--- config.mk ---
export PLATFORM = sky130hd
export DESIGN_NAME = selective_repeat_sender_window_core_flat
export DESIGN_NICKNAME = d
export VERILOG_FILES = /design/src/rtl/srsw_pkg.sv /design/src/rtl/srsw_req_if.sv /design/src/rtl/srsw_res_if.sv /design/src/rtl/srsw_cfg.sv /design/src/rtl/selective_repeat_sender_window_core.sv /design/src/flat_wrapper.sv
export SDC_FILE = /design/constraint.sdc
export NUM_CORES = 1
export LEC_CHECK = 0
export BUFFER_PORTS_ARGS = -buffer_cell sky130_fd_sc_hd__clkbuf_2
export CAP_MARGIN = 20
export CORE_UTILIZATION = 46
export CTS_CLUSTER_SIZE = 12
export DETAILED_ROUTE_END_ITERATION = 16
export PLACE_DENSITY = 0.64
export SYNTH_ARGS = -nofsm -noshare
export SYNTH_HDL_FRONTEND = slang
export SYNTH_SLANG_ARGS = --single-unit
--- constraint.sdc ---
create_clock -name clk -period 9.2 [get_ports clk]
set_clock_uncertainty 0.15 [all_clocks]
set_input_delay 1.38 -clock clk [delete_from_list [all_inputs] [get_ports clk]]
set_output_delay 1.38 -clock clk [all_outputs]
set_load 0.005 [all_outputs]
--- src/rtl/srsw_pkg.sv ---
`timescale 1ns / 1ps
// ----------------------------------------------------------------------------
// srsw_pkg
// Shared widths, command codes, status codes and register map of the
// selective-repeat sender window.
// ----------------------------------------------------------------------------
package srsw_pkg;

  // Field widths of the request and result beats
  localparam int CMD_W      = 2;
  localparam int SEQ_W      = 8;
  localparam int PAY_W      = 64;
  localparam int STATUS_W   = 3;

  // Configuration port
  localparam int CFG_DATA_W = 32;
  localparam int CFG_ADDR_W = 3;
  localparam int WSIZE_W    = 4;
  localparam logic [WSIZE_W-1:0] WSIZE_RESET = 4'd4;

  // Register index, taken from paddr above the byte offset
  localparam logic REG_WINDOW_SIZE = 1'b0;

  typedef enum logic [CMD_W-1:0] {
    CMD_SEND    = 2'd0,
    CMD_ACK     = 2'd1,
    CMD_TIMEOUT = 2'd2,
    CMD_NONE    = 2'd3
  } cmd_t;

  typedef enum logic [STATUS_W-1:0] {
    ST_SENT        = 3'd0,
    ST_REFUSED     = 3'd1,
    ST_ACK_TAKEN   = 3'd2,
    ST_ACK_CORRUPT = 3'd3,
    ST_ACK_STALE   = 3'd4,
    ST_RESENT      = 3'd5,
    ST_TMO_UNKNOWN = 3'd6
  } status_t;

endpackage

--- src/rtl/srsw_req_if.sv ---
`timescale 1ns / 1ps
// ----------------------------------------------------------------------------
// srsw_req_if
// Request channel: send, acknowledgment and timeout commands.
// ----------------------------------------------------------------------------
interface srsw_req_if;
  import srsw_pkg::*;

  logic             valid;
  logic             ready;
  logic [CMD_W-1:0] cmd;
  logic [SEQ_W-1:0] seq_in;
  logic             checksum_ok;
  logic [PAY_W-1:0] payload;

  modport source (output valid, cmd, seq_in, checksum_ok, payload, input ready);
  modport sink   (input valid, cmd, seq_in, checksum_ok, payload, output ready);
endinterface

--- src/rtl/srsw_res_if.sv ---
`timescale 1ns / 1ps
// ----------------------------------------------------------------------------
// srsw_res_if
// Result channel: one beat per executed command.
// ----------------------------------------------------------------------------
interface srsw_res_if;
  import srsw_pkg::*;

  logic                valid;
  logic                ready;
  logic [STATUS_W-1:0] status;
  logic                tx_valid;
  logic [SEQ_W-1:0]    tx_seq;
  logic [PAY_W-1:0]    tx_payload;
  logic                timer_start;
  logic                timer_stop;
  logic [SEQ_W-1:0]    timer_seq;
  logic                window_full;

  modport source (output valid, status, tx_valid, tx_seq, tx_payload, timer_start,
                  timer_stop, timer_seq, window_full, input ready);
  modport sink   (input valid, status, tx_valid, tx_seq, tx_payload, timer_start,
                  timer_stop, timer_seq, window_full, output ready);
endinterface

--- src/rtl/srsw_cfg.sv ---
`timescale 1ns / 1ps
// ----------------------------------------------------------------------------
// srsw_cfg
// APB register slave holding the window size register, with read-back.
// ----------------------------------------------------------------------------
module srsw_cfg (
  input  logic                            clk,
  input  logic                            rst,
  input  logic                            psel,
  input  logic                            penable,
  input  logic                            pwrite,
  input  logic [srsw_pkg::CFG_ADDR_W-1:0] paddr,
  input  logic [srsw_pkg::CFG_DATA_W-1:0] pwdata,
  output logic [srsw_pkg::CFG_DATA_W-1:0] prdata,
  output logic                            pready,
  output logic [srsw_pkg::WSIZE_W-1:0]    window_size
);
  import srsw_pkg::*;

  logic reg_index;
  logic wr_en;

  assign pready    = 1'b1;
  assign reg_index = paddr[CFG_ADDR_W-1];
  assign wr_en     = psel && penable && pwrite && pready;

  // window size register
  always_ff @(posedge clk) begin
    if (rst) begin
      window_size <= WSIZE_RESET;
    end else if (wr_en && reg_index == REG_WINDOW_SIZE) begin
      window_size <= pwdata[WSIZE_W-1:0];
    end
  end

  // read-back mux
  always_comb begin
    unique case (reg_index)
      REG_WINDOW_SIZE: prdata = CFG_DATA_W'(window_size);
      default:         prdata = '0;
    endcase
  end

endmodule

--- src/rtl/selective_repeat_sender_window_core.sv ---
`timescale 1ns / 1ps
// ----------------------------------------------------------------------------
// selective_repeat_sender_window_core
// Selective-repeat ARQ sender window: payload memory, slot valid bits,
// base/next pointers and one result beat per command other than CMD_NONE.
// ----------------------------------------------------------------------------
// A command is latched in S_IDLE and its result beat is loaded in S_EXEC once
//   the result register is free; no new command is taken until then.
// An ack that moves base with more than one packet in flight then walks the
//   slot valid bits one per cycle in S_SCAN, taking no command; no new beat.
// The payload memory read is registered, so resent data is ready in S_EXEC.
// Synchronous reset clears pointers, counters, valid bits and the result
//   valid flag; the payload memory is not cleared and needs no clearing pass.
// WINDOW_DEPTH must be a power of two (the block does not check it); the slot is the low bits of the sequence.
module selective_repeat_sender_window_core #(
  parameter int SEQ_BITS     = 8,
  parameter int WINDOW_DEPTH = 8,
  parameter int PAYLOAD_BITS = 64
) (
  input  logic                            clk,
  input  logic                            rst,
  input  logic                            psel,
  input  logic                            penable,
  input  logic                            pwrite,
  input  logic [srsw_pkg::CFG_ADDR_W-1:0] paddr,
  input  logic [srsw_pkg::CFG_DATA_W-1:0] pwdata,
  output logic [srsw_pkg::CFG_DATA_W-1:0] prdata,
  output logic                            pready,
  srsw_req_if.sink                        req,
  srsw_res_if.source                      res
);
  import srsw_pkg::*;

  localparam int SLOT_W = $clog2(WINDOW_DEPTH);
  localparam int IFW    = $clog2(WINDOW_DEPTH + 1);
  localparam int EW     = (IFW > WSIZE_W) ? IFW : WSIZE_W;
  localparam int CW     = (SEQ_BITS > IFW) ? SEQ_BITS : IFW;

  typedef enum logic [1:0] {S_IDLE, S_EXEC, S_SCAN} state_t;

  state_t                   state;
  logic [SEQ_BITS-1:0]      base_seq;
  logic [SEQ_BITS-1:0]      next_seq;
  logic [IFW-1:0]           in_flight;
  logic                     full_flag;
  logic [WINDOW_DEPTH-1:0]  slot_valid;
  logic [WSIZE_W-1:0]       window_size;

  // latched command
  cmd_t                     cmd_r;
  logic [SEQ_BITS-1:0]      seq_r;
  logic                     ck_r;
  logic [PAYLOAD_BITS-1:0]  pay_r;

  // base advance walk
  logic [SEQ_BITS-1:0]      scan_seq;
  logic [IFW-1:0]           scan_cnt;

  // payload memory
  logic [PAYLOAD_BITS-1:0]  pay_mem [WINDOW_DEPTH];
  logic [PAYLOAD_BITS-1:0]  ram_rdata;
  logic [SLOT_W-1:0]        ram_raddr;
  logic                     ram_we;

  logic [SEQ_BITS-1:0]      seq_dist;
  logic                     in_win;
  logic [EW-1:0]            ws_ext;
  logic [EW-1:0]            eff_win;
  logic                     send_ok;
  logic [IFW-1:0]           if_inc;
  logic                     full_after;
  logic                     out_free;
  logic [SLOT_W-1:0]        slot_seq;
  logic [SLOT_W-1:0]        slot_nx;
  logic [SLOT_W-1:0]        slot_scan;

  srsw_cfg u_cfg (
    .clk         (clk),
    .rst         (rst),
    .psel        (psel),
    .penable     (penable),
    .pwrite      (pwrite),
    .paddr       (paddr),
    .pwdata      (pwdata),
    .prdata      (prdata),
    .pready      (pready),
    .window_size (window_size)
  );

  // window arithmetic
  assign slot_seq  = seq_r[SLOT_W-1:0];
  assign slot_nx   = next_seq[SLOT_W-1:0];
  assign slot_scan = scan_seq[SLOT_W-1:0];
  assign seq_dist  = seq_r - base_seq;
  assign in_win    = CW'(seq_dist) < CW'(in_flight);
  assign ws_ext    = EW'(window_size);

  always_comb begin
    if (ws_ext == '0) begin
      eff_win = EW'(1);
    end else if (ws_ext > EW'(WINDOW_DEPTH)) begin
      eff_win = EW'(WINDOW_DEPTH);
    end else begin
      eff_win = ws_ext;
    end
  end

  assign send_ok    = !full_flag && (EW'(in_flight) < eff_win);
  assign if_inc     = in_flight + IFW'(1);
  assign full_after = EW'(if_inc) >= eff_win;
  assign out_free   = !res.valid || res.ready;

  assign req.ready = (state == S_IDLE);

  // payload memory: write on a taken send, read re-issued while waiting
  assign ram_raddr = (state == S_IDLE) ? req.seq_in[SLOT_W-1:0] : slot_seq;
  assign ram_we    = (state == S_EXEC) && out_free && (cmd_r == CMD_SEND) && send_ok;

  always_ff @(posedge clk) begin
    if (ram_we) begin
      pay_mem[slot_nx] <= pay_r;
    end
    ram_rdata <= pay_mem[ram_raddr];
  end

  // control, window state and result register
  always_ff @(posedge clk) begin
    if (rst) begin
      state      <= S_IDLE;
      base_seq   <= '0;
      next_seq   <= '0;
      in_flight  <= '0;
      full_flag  <= 1'b0;
      slot_valid <= '0;
      res.valid  <= 1'b0;
    end else begin
      if (res.valid && res.ready) begin
        res.valid <= 1'b0;
      end
      unique case (state)
        S_IDLE: begin
          if (req.valid) begin
            cmd_r <= cmd_t'(req.cmd);
            seq_r <= SEQ_BITS'(req.seq_in);
            ck_r  <= req.checksum_ok;
            pay_r <= PAYLOAD_BITS'(req.payload);
            if (cmd_t'(req.cmd) != CMD_NONE) begin
              state <= S_EXEC;
            end
          end
        end

        S_EXEC: begin
          if (out_free) begin
            state           <= S_IDLE;
            res.valid       <= 1'b1;
            res.tx_valid    <= 1'b0;
            res.tx_seq      <= '0;
            res.tx_payload  <= '0;
            res.timer_start <= 1'b0;
            res.timer_stop  <= 1'b0;
            res.timer_seq   <= '0;
            res.window_full <= full_flag;
            case (cmd_r)
              CMD_SEND: begin
                if (send_ok) begin
                  slot_valid[slot_nx] <= 1'b1;
                  next_seq            <= next_seq + SEQ_BITS'(1);
                  in_flight           <= if_inc;
                  full_flag           <= full_after;
                  res.window_full     <= full_after;
                  res.status          <= ST_SENT;
                  res.tx_valid        <= 1'b1;
                  res.tx_seq          <= SEQ_W'(next_seq);
                  res.tx_payload      <= PAY_W'(pay_r);
                  res.timer_start     <= 1'b1;
                  res.timer_seq       <= SEQ_W'(next_seq);
                end else begin
                  full_flag       <= 1'b1;
                  res.window_full <= 1'b1;
                  res.status      <= ST_REFUSED;
                end
              end
              CMD_ACK: begin
                if (!ck_r) begin
                  res.status <= ST_ACK_CORRUPT;
                end else if (!in_win) begin
                  res.status <= ST_ACK_STALE;
                end else begin
                  res.status           <= ST_ACK_TAKEN;
                  res.timer_stop       <= 1'b1;
                  res.timer_seq        <= SEQ_W'(seq_r);
                  slot_valid[slot_seq] <= 1'b0;
                  // ack of base: move base to the oldest outstanding packet
                  if (seq_dist == '0) begin
                    full_flag       <= 1'b0;
                    res.window_full <= 1'b0;
                    if (in_flight > IFW'(1)) begin
                      state    <= S_SCAN;
                      scan_seq <= base_seq + SEQ_BITS'(1);
                      scan_cnt <= IFW'(1);
                    end else begin
                      base_seq  <= next_seq;
                      in_flight <= '0;
                    end
                  end
                end
              end
              CMD_TIMEOUT: begin
                if (in_win && slot_valid[slot_seq]) begin
                  res.status      <= ST_RESENT;
                  res.tx_valid    <= 1'b1;
                  res.tx_seq      <= SEQ_W'(seq_r);
                  res.tx_payload  <= PAY_W'(ram_rdata);
                  res.timer_start <= 1'b1;
                  res.timer_seq   <= SEQ_W'(seq_r);
                end else begin
                  res.status <= ST_TMO_UNKNOWN;
                end
              end
              default: begin
                res.valid <= 1'b0;
              end
            endcase
          end
        end

        // walk forward one slot per cycle looking for an outstanding packet
        S_SCAN: begin
          if (slot_valid[slot_scan]) begin
            base_seq  <= scan_seq;
            in_flight <= in_flight - scan_cnt;
            state     <= S_IDLE;
          end else if (scan_cnt == in_flight - IFW'(1)) begin
            base_seq  <= next_seq;
            in_flight <= '0;
            state     <= S_IDLE;
          end else begin
            scan_seq <= scan_seq + SEQ_BITS'(1);
            scan_cnt <= scan_cnt + IFW'(1);
          end
        end

        default: state <= S_IDLE;
      endcase
    end
  end

  // checks
  a_inflight_bound: assert property (@(posedge clk) disable iff (rst)
    in_flight <= IFW'(WINDOW_DEPTH))
    else $error("in_flight exceeds window depth");

  a_ptr_gap: assert property (@(posedge clk) disable iff (rst)
    SEQ_BITS'(next_seq - base_seq) == SEQ_BITS'(in_flight))
    else $error("next_seq - base_seq disagrees with in_flight");

  a_full_nonempty: assert property (@(posedge clk) disable iff (rst)
    full_flag |-> (in_flight != '0))
    else $error("window full with nothing in flight");

  a_scan_blocks: assert property (@(posedge clk) disable iff (rst)
    (state == S_SCAN) |-> (scan_cnt != '0) && (scan_cnt < in_flight))
    else $error("base walk out of range");

endmodule
--- src/flat_wrapper.sv ---
// flat-port wrapper written by rule: the top's interface ports become plain ports
module selective_repeat_sender_window_core_flat import srsw_pkg::*;
#(
  parameter int SEQ_BITS     = 8,
  parameter int WINDOW_DEPTH = 8,
  parameter int PAYLOAD_BITS = 64
)
  (clk, rst, psel, penable, pwrite, paddr, pwdata, prdata, pready, req_valid, req_cmd, req_seq_in, req_checksum_ok, req_payload, req_ready, res_valid, res_status, res_tx_valid, res_tx_seq, res_tx_payload, res_timer_start, res_timer_stop, res_timer_seq, res_window_full, res_ready);
  srsw_req_if req_i ();
  srsw_res_if res_i ();
  input  logic clk;
  input  logic rst;
  input  logic psel;
  input  logic penable;
  input  logic pwrite;
  input  logic [srsw_pkg::CFG_ADDR_W-1:0] paddr;
  input  logic [srsw_pkg::CFG_DATA_W-1:0] pwdata;
  output logic [srsw_pkg::CFG_DATA_W-1:0] prdata;
  output logic pready;
  input wire logic [$bits(req_i.valid)-1:0] req_valid;
  input wire logic [$bits(req_i.cmd)-1:0] req_cmd;
  input wire logic [$bits(req_i.seq_in)-1:0] req_seq_in;
  input wire logic [$bits(req_i.checksum_ok)-1:0] req_checksum_ok;
  input wire logic [$bits(req_i.payload)-1:0] req_payload;
  output wire logic [$bits(req_i.ready)-1:0] req_ready;
  output wire logic [$bits(res_i.valid)-1:0] res_valid;
  output wire logic [$bits(res_i.status)-1:0] res_status;
  output wire logic [$bits(res_i.tx_valid)-1:0] res_tx_valid;
  output wire logic [$bits(res_i.tx_seq)-1:0] res_tx_seq;
  output wire logic [$bits(res_i.tx_payload)-1:0] res_tx_payload;
  output wire logic [$bits(res_i.timer_start)-1:0] res_timer_start;
  output wire logic [$bits(res_i.timer_stop)-1:0] res_timer_stop;
  output wire logic [$bits(res_i.timer_seq)-1:0] res_timer_seq;
  output wire logic [$bits(res_i.window_full)-1:0] res_window_full;
  input wire logic [$bits(res_i.ready)-1:0] res_ready;
  assign req_i.valid = req_valid;
  assign req_i.cmd = req_cmd;
  assign req_i.seq_in = req_seq_in;
  assign req_i.checksum_ok = req_checksum_ok;
  assign req_i.payload = req_payload;
  assign req_ready = req_i.ready;
  assign res_valid = res_i.valid;
  assign res_status = res_i.status;
  assign res_tx_valid = res_i.tx_valid;
  assign res_tx_seq = res_i.tx_seq;
  assign res_tx_payload = res_i.tx_payload;
  assign res_timer_start = res_i.timer_start;
  assign res_timer_stop = res_i.timer_stop;
  assign res_timer_seq = res_i.timer_seq;
  assign res_window_full = res_i.window_full;
  assign res_i.ready = res_ready;
  selective_repeat_sender_window_core #(.SEQ_BITS(SEQ_BITS), .WINDOW_DEPTH(WINDOW_DEPTH), .PAYLOAD_BITS(PAYLOAD_BITS)) u_core (.clk(clk), .rst(rst), .psel(psel), .penable(penable), .pwrite(pwrite), .paddr(paddr), .pwdata(pwdata), .prdata(prdata), .pready(pready), .req(req_i), .res(res_i));
endmodule
==> impl_metrics.sql, run 1 <==
INSERT INTO impl_metrics (metric_group, metric, value, unit) VALUES
('setup_path', 'worstSetupEndpointType', 'flip-flop', ''),
('synthesis', 'syn-cell-area', '30000', 'sq um'),
('final_layout', 'design.final.nets', '1906', ''),
('setup_path', 'timing.setup.critical_path_class', 'reg2reg', ''),
('global_route', 'global_route.usage.total', '0.190', ''),
('cts', 'post_cts.repair.setup_buffers', '0', ''),
('setup_path', 'critical_path.startpoint_type', 'flip-flop', ''),
('die', 'die-area', '66300', 'sq um'),
('cts', 'holdBufCountCts', '0', ''),
('timing', 'slew_viol_final', '0', ''),
('synthesis', 'synth.yosys.seq_area_share', '0.752', ''),
('synthesis', 'synthCells', '1533', ''),
('pwr', 'power_leakage', '11.7', 'nW'),
('timing', 'final.min_clock_period', '4900', 'ps'),
('timing', 'setup-tns-final', '0', 'ps'),
('die', 'vertical_extent_of_the_die', '257', 'microns'),
('synthesis', 'synth-warning-count', '0', ''),
('cts', 'cts-root-to-sink-buffers', '3', ''),
('routing', 'remaining_drc_errors', '0', ''),
('synthesis', 'synth.ff_latch_count', '785', ''),
('global_route', 'grt_max_degree', '90', ''),
('placed_design', 'buffer_ports.inserted', '179', ''),
('timing', 'maximum_clock_rate', '204', 'MHz'),
('final_layout', 'final-instance-count-excl-fill', '2672', ''),
('routing', 'finalWirelength', '62400', 'microns'),
('synthesis', 'synth_enable_flop_cells', '685', ''),
('setup_path', 'critical_path_required', '9510', 'ps'),
('cts', 'clock_insertion_delay_worst_skew', '620', 'ps'),
('pwr', 'p_per_area', '219', 'nW/um^2'),
('routing', 'drt_pre_antenna_iters', '5', ''),
('cts', 'cts_root_cell', 'sky130_fd_sc_hd__clkbuf_16', ''),
('timing', 'max_slew_headroom', '0.277', ''),
('timing', 'grt_setup_unrepaired', 'false', ''),
('synthesis', 'synthArstFlopShare', '0', ''),
('routing', 'routed_via_density', '5.52', ''),
('synthesis', 'synth_top_cells_by_count', '685 x sky130_fd_sc_hd__edfxtp_1, 129 x sky130_fd_sc_hd__mux4_2, 100 x sky130_fd_sc_hd__dfxtp_1', ''),
('die', 'fp.coreArea', '64500', 'sq um'),
('global_route', 'antenna_found_initial', '0', ''),
('final_layout', 'postLayoutCoreUtil', '0.534', ''),
('setup_path', 'path_max_fanout', '63', ''),
('global_route', 'grt_pass1_wl', '94100', 'microns'),
('die', 'num_io_pins', '239', ''),
('synthesis', 'synth_top_cell_by_area', 'sky130_fd_sc_hd__edfxtp_1', ''),
('cts', 'post_cts_resized', '0', ''),
('cts', 'ctsHtreeMaxLevel', '3', ''),
('cts', 'cts-buffers-inserted', '82', ''),
('pwr', 'ir_drop', '0.000128', 'V'),
('final_layout', 'fillers', '5016', ''),
('timing', 'finalHoldViolCount', '0', ''),
('cts', 'path_clk_slew', '60', 'ps'),
('timing', 'finalCritPeriodShare', '0.533', ''),
('global_route', 'vias_in_the_first_global_route', '15474', ''),
('final_layout', 'flow.area_growth_from_synthesis', '14.7', '%'),
('cts', 'cts_tree', 'built', ''),
('die', 'start_util', '0.465', ''),
('min_path', 'hold_path_class', 'reg2reg', ''),
('timing', 'worst_slew_pin_slew', '1080', 'ps'),
('die', 'chipWidth', '257', 'microns'),
('routing', 'route.detailed.wl_per_inst', '23.4', 'microns'),
('routing', 'antenna_left', '0', ''),
('synthesis', 'synth.lib_cells_used.distinct', '61', ''),
('timing', 'final.setup.worst_slack', '4300', 'ps'),
('flow_run', 'drv_cap', '0', ''),
('placed_design', 'dp_cells', '2523', ''),
('routing', 'detail_route.iter0.violations', '1162', ''),
('synthesis', 'proportion_of_netlist_area_held_by_the_largest_area_contributor', '0.686', ''),
('synthesis', 'syn_area_per_cell', '19.6', 'sq um'),
('synthesis', 'yosysMostFrequentCell', 'sky130_fd_sc_hd__edfxtp_1', ''),
('timing', 'setup_viol', '0', ''),
('synthesis', 'synth-main-ff-cell', 'sky130_fd_sc_hd__edfxtp_1', ''),
('run_status', 'run_status', 'completed', ''),
('final_layout', 'fraction_of_final_layout_cells_sized_beyond_drive_strength_1', '0.298', ''),
('synthesis', 'post_synth_main_area_contributors', 'sky130_fd_sc_hd__edfxtp_1 69%, sky130_fd_sc_hd__mux4_2 9.7%, sky130_fd_sc_hd__dfxtp_1 6.7%', ''),
('placed_design', 'hpwl_after_dpl', '33200', 'microns'),
('routing', 'detailroute.via_count', '14743', ''),
('final_layout', 'antenna-diode-count', '0', ''),
('global_route', 'grt_remaining_overflow', '0', ''),
('setup_path', 'arrival', '5210', 'ps'),
('placed_design', 'gp_congestion', '0.894', ''),
('cts', 'cts_num_sinks', '785', ''),
('die', 'site_rows', '93', ''),
('placed_design', 'detailedPlace.worstSlack', '4290', 'ps');
[routing by layer]
layer / up-vias / GRT usage / wire length (microns)
li1: 6550 / - / -
met1: 7693 / 0.266 / 27600
met2: 425 / 0.312 / 30600
met3: 75 / 0.0301 / 3330
met4: 0 / 0.0465 / 926
met5: - / 0 / 0
[critical path, cell delays in order (launching register included)]
cell and delay (ps):
sky130_fd_sc_hd__edfxtp_1 580, sky130_fd_sc_hd__inv_1 240, sky130_fd_sc_hd__ha_1 170, sky130_fd_sc_hd__inv_1 40, sky130_fd_sc_hd__fa_1 400, sky130_fd_sc_hd__xor2_1 290
sky130_fd_sc_hd__ha_1 280, sky130_fd_sc_hd__o21ai_0 230, sky130_fd_sc_hd__o221ai_1 150, sky130_fd_sc_hd__or4_4 560, sky130_fd_sc_hd__nor2_1 240, sky130_fd_sc_hd__and2_4 270
sky130_fd_sc_hd__buf_4 800, sky130_fd_sc_hd__a22o_1 280
[through the flow]
stage               hold WS, ps  area (sq um)  total power, mW
floorplan                   321         30100             4.37
global placement            353         31900             4.50
detailed placement          355         31900             4.51
CTS                         358         34400             7.61
global route                378         34400             7.78
finish                      352         34400             7.53
[cell usage in the layout (no fill, tap or decap), drive strengths merged, types with 14 or more instances in the layout]
cell and instances:
nand2 30, a22o 79, buf 29, ha 35
clkbuf 305, edfxtp 685, conb 29, mux2 74
a21oi 26, inv 30, dfxtp 100, clkinv 18
xnor2 14, nor2 54, mux2i 27, mux4 129
[report_power, final]
part | switching [mW] | internal, mW | total [mW]
sequential | 0.0615 | 3.95 | 4.01
clock | 1.31 | 1.79 | 3.10
combinational | 0.215 | 0.200 | 0.415
[state kept, by name, summed over array words and instances, names as in the netlist]
name and count:
u_core.res.tx_payload 64, u_core.state 2, u_core.res.status 3, u_core.full_flag 1
u_core.u_cfg.window_size 4, u_core.res.timer_seq 8, u_core.cmd_r 2, u_core.ram_rdata 64
u_core.next_seq 8, u_core.pay_mem 512, u_core.pay_r 64, u_core.res.timer_stop 1
u_core.res.valid 1, u_core.res.window_full 1, u_core.in_flight 4, u_core.base_seq 8
u_core.res.tx_valid 1, u_core.res.tx_seq 8, u_core.scan_cnt 4, u_core.ck_r 1
u_core.scan_seq 8, u_core.seq_r 8, u_core.slot_valid 8
[area by class of cell]
| cell class | instances | area (sq um) | area share |
|---|---|---|---|
| flip-flops and latches | 785 | 22600 | 0.656 |
| multi-input cells | 647 | 7020 | 0.204 |
| clock buffers | 126 | 2350 | 0.0683 |
| repair buffers | 208 | 1130 | 0.0327 |
| well taps | 855 | 1070 | 0.0311 |
| clock inverters | 23 | 178 | 0.00516 |
| inverters | 28 | 105 | 0.00305 |
[cells by family (layout without fill, tap and decap cells)]
| family | after synthesis | in the layout | synth area share |
|---|---|---|---|
| mux | 230 | 230 | 0.135 |
| fa+ha+maj | 37 | 37 | 0.0159 |
| buf+inv | 128 | 385 | 0.0206 |
| compound gates | 164 | 164 | 0.0419 |
| xor+xnor | 27 | 27 | 0.00838 |
| simple gates | 160 | 160 | 0.0261 |
| other cells | 2 | 29 | 0.000250 |
| flops | 785 | 785 | 0.752 |
[worst paths after layout]
path,from,to,slack [ps],depth (start not counted)
worst max register to register,u_core.seq_r[0]$_DFFE_PP_,u_core.res.tx_payload[6]$_DFFE_PP_,4300,13
worst min-delay path,u_core.ram_rdata[46]$_DFF_P_,u_core.res.tx_payload[46]$_DFFE_PP_,350,1
worst min register to register,u_core.ram_rdata[46]$_DFF_P_,u_core.res.tx_payload[46]$_DFFE_PP_,350,1
worst max-delay path,u_core.seq_r[0]$_DFFE_PP_,u_core.res.tx_payload[6]$_DFFE_PP_,4300,13
(Power assumes the default switching activity.)
==> inputs of run 2 (changes only) <==
- PLACE_DENSITY: 0.64 -> 0.62
- clock period: 9.2 -> 4.9 ns (I/O delays scaled with it)
==> run 2 against run 1 <==
Effect of this change: critical path type unchanged; count of clock-buffer cells in the layout up 3; power up 90%; sequential power up 88%; utilization up 0.48 points; final cell count up 0.26%; flip-flop and latch count unchanged; register-to-register slack worse by 3600 ps; highest routed layer unchanged.
==> impl_metrics.sql, run 2 (synthesized netlist as in run 1, its figures left out) <==
INSERT INTO impl_metrics (metric_group, metric, value, unit) VALUES
('run_status', 'run_status', 'completed', ''),
('die', 'fp.coreArea', '64500', 'sq um'),
('pwr', 'power_leakage', '11.8', 'nW'),
('routing', 'antenna_left', '0', ''),
('routing', 'drt_pre_antenna_iters', '5', ''),
('setup_path', 'worstSetupEndpointType', 'flip-flop', ''),
('cts', 'post_cts.repair.setup_buffers', '0', ''),
('placed_design', 'buffer_ports.inserted', '179', ''),
('die', 'site_rows', '93', ''),
('cts', 'clock_insertion_delay_worst_skew', '620', 'ps'),
('flow_run', 'drv_cap', '0', ''),
('timing', 'grt_setup_unrepaired', 'false', ''),
('setup_path', 'path_max_fanout', '12', ''),
('setup_path', 'reg2reg_slack', '680', 'ps'),
('timing', 'max_slew_headroom', '0.289', ''),
('die', 'chipWidth', '257', 'microns'),
('final_layout', 'fillers', '5070', ''),
('pwr', 'ir_drop', '0.000252', 'V'),
('pwr', 'p_per_area', '412', 'nW/um^2'),
('final_layout', 'design.final.nets', '1912', ''),
('placed_design', 'detailedPlace.worstSlack', '725', 'ps'),
('setup_path', 'path_delay_family', 'simple AND/OR/NAND/NOR gates', ''),
('routing', 'detailroute.via_count', '14757', ''),
('cts', 'post_cts_resized', '0', ''),
('global_route', 'antenna_found_initial', '0', ''),
('final_layout', 'antenna-diode-count', '0', ''),
('routing', 'routed_via_density', '5.51', ''),
('final_layout', 'final_cell_mix', '685 x sky130_fd_sc_hd__edfxtp_1, 179 x sky130_fd_sc_hd__clkbuf_2, 129 x sky130_fd_sc_hd__mux4_2', ''),
('global_route', 'global_route.usage.total', '0.192', ''),
('global_route', 'vias_in_the_first_global_route', '15350', ''),
('cts', 'cts-root-to-sink-buffers', '3', ''),
('setup_path', 'slowest_stage', 'sky130_fd_sc_hd__or4_4', ''),
('routing', 'detail_route.iter0.violations', '1105', ''),
('final_layout', 'fraction_of_final_layout_cells_sized_beyond_drive_strength_1', '0.303', ''),
('min_path', 'hold_path_class', 'in2reg', ''),
('setup_path', 'arrival', '4380', 'ps'),
('die', 'die-area', '66300', 'sq um'),
('placed_design', 'gp_congestion', '0.867', ''),
('timing', 'worst_slew_pin_slew', '1070', 'ps'),
('routing', 'route.detailed.wl_per_inst', '23.4', 'microns'),
('final_layout', 'largest_reg_flops', '512', ''),
('final_layout', 'flow.area_growth_from_synthesis', '15.7', '%'),
('routing', 'finalWirelength', '62800', 'microns'),
('die', 'vertical_extent_of_the_die', '257', 'microns'),
('cts', 'cts_root_cell', 'sky130_fd_sc_hd__clkbuf_16', ''),
('timing', 'finalCritPeriodShare', '0.861', ''),
('final_layout', 'mostFrequentLayoutCell', 'sky130_fd_sc_hd__edfxtp_1', ''),
('timing', 'final.min_clock_period', '4220', 'ps'),
('setup_path', 'crit_chain', 'inv_1, ha_1, inv_1, fa_1, xor2_1, ha_1, o21ai_0, o221ai_1, or4_4, or2_1, o41ai_1, and4b_1, buf_4', ''),
('setup_path', 'timing.setup.critical_path_class', 'reg2reg', ''),
('global_route', 'grt_pass1_wl', '94700', 'microns'),
('timing', 'maximum_clock_rate', '237', 'MHz'),
('setup_path', 'max_stage_delay', '540', 'ps'),
('timing', 'finalHoldViolCount', '0', ''),
('cts', 'cts_num_sinks', '785', ''),
('die', 'num_io_pins', '239', ''),
('cts', 'cts-buffers-inserted', '83', ''),
('setup_path', 'critical_path_buf_inv_count', '3', ''),
('cts', 'holdBufCountCts', '0', ''),
('global_route', 'grt_max_degree', '129', ''),
('setup_path', 'critical_path.startpoint_type', 'flip-flop', ''),
('routing', 'remaining_drc_errors', '0', ''),
('timing', 'slew_viol_final', '0', ''),
('global_route', 'grt_remaining_overflow', '0', ''),
('cts', 'cts_tree', 'built', ''),
('setup_path', 'critical_path_required', '5060', 'ps'),
('timing', 'setup_viol', '0', ''),
('cts', 'ctsHtreeMaxLevel', '3', ''),
('cts', 'path_clk_slew', '60', 'ps'),
('die', 'start_util', '0.465', ''),
('placed_design', 'hpwl_after_dpl', '33100', 'microns'),
('timing', 'final.setup.worst_slack', '680', 'ps'),
('timing', 'setup-tns-final', '0', 'ps'),
('final_layout', 'largest_register', 'u_core.pay_mem', '');
==> run 2: metrics by stage <==
stage,total power [mW],hold WS [ps],utilization,cell area (sq um),std cells
3_3_place_gp,8.46,352,0.498,32100,2528
3_5_place_dp,8.47,353,0.498,32100,2528
5_1_grt,14.8,113,0.539,34700,2679
4_1_cts,14.5,98.0,0.539,34700,2679
2_1_floorplan,8.20,321,-,30200,1560
6_report,14.3,141,0.539,34700,2679
==> run 2: cell type report <==
| class | count | area, sq um | share of cell area |
|---|---|---|---|
| flip-flops and latches | 785 | 22600 | 0.650 |
| multi-input cells | 647 | 7060 | 0.203 |
| clock buffers | 129 | 2410 | 0.0695 |
| repair buffers | 213 | 1300 | 0.0375 |
| well taps | 855 | 1070 | 0.0308 |
| clock inverters | 22 | 209 | 0.00602 |
| inverters | 28 | 105 | 0.00303 |
==> run 2: path summary, 6_finish.rpt <==
path / to / depth (start not counted) / from
setup reg to reg: u_core.scan_seq[6]$_DFFE_PP_ / 13 / u_core.seq_r[0]$_DFFE_PP_
hold / removal: u_core.pay_r[44]$_DFFE_PP_ / 1 / req_payload[44]
hold reg to reg: u_core.res.tx_payload[21]$_DFFE_PP_ / 1 / u_core.ram_rdata[21]$_DFF_P_
setup / recovery: u_core.scan_seq[6]$_DFFE_PP_ / 13 / u_core.seq_r[0]$_DFFE_PP_
==> run 2: power breakdown <==
group / switching, mW / internal, mW / total, mW
registers: 0.115 / 7.42 / 7.53
logic: 0.407 / 0.384 / 0.792
clock network: 2.48 / 3.50 / 5.98
==> run 2: worst register-to-register path, stage by stage (launching register included) <==
cell and delay, ps:
sky130_fd_sc_hd__edfxtp_1 380, sky130_fd_sc_hd__inv_1 170, sky130_fd_sc_hd__ha_1 170, sky130_fd_sc_hd__inv_1 50
sky130_fd_sc_hd__fa_1 390, sky130_fd_sc_hd__xor2_1 260, sky130_fd_sc_hd__ha_1 280, sky130_fd_sc_hd__o21ai_0 170
sky130_fd_sc_hd__o221ai_1 130, sky130_fd_sc_hd__or4_4 550, sky130_fd_sc_hd__or2_1 360, sky130_fd_sc_hd__o41ai_1 380
sky130_fd_sc_hd__and4b_1 230, sky130_fd_sc_hd__buf_4 230
==> run 2: metal layers <==
metal | up-vias | routed length [microns] | GRT usage
li1 | 6575 | - | -
met1 | 7671 | 27600 | 0.266
met5 | - | 0 | 0
met2 | 430 | 30600 | 0.313
met4 | 0 | 998 | 0.0521
met3 | 81 | 3600 | 0.0359
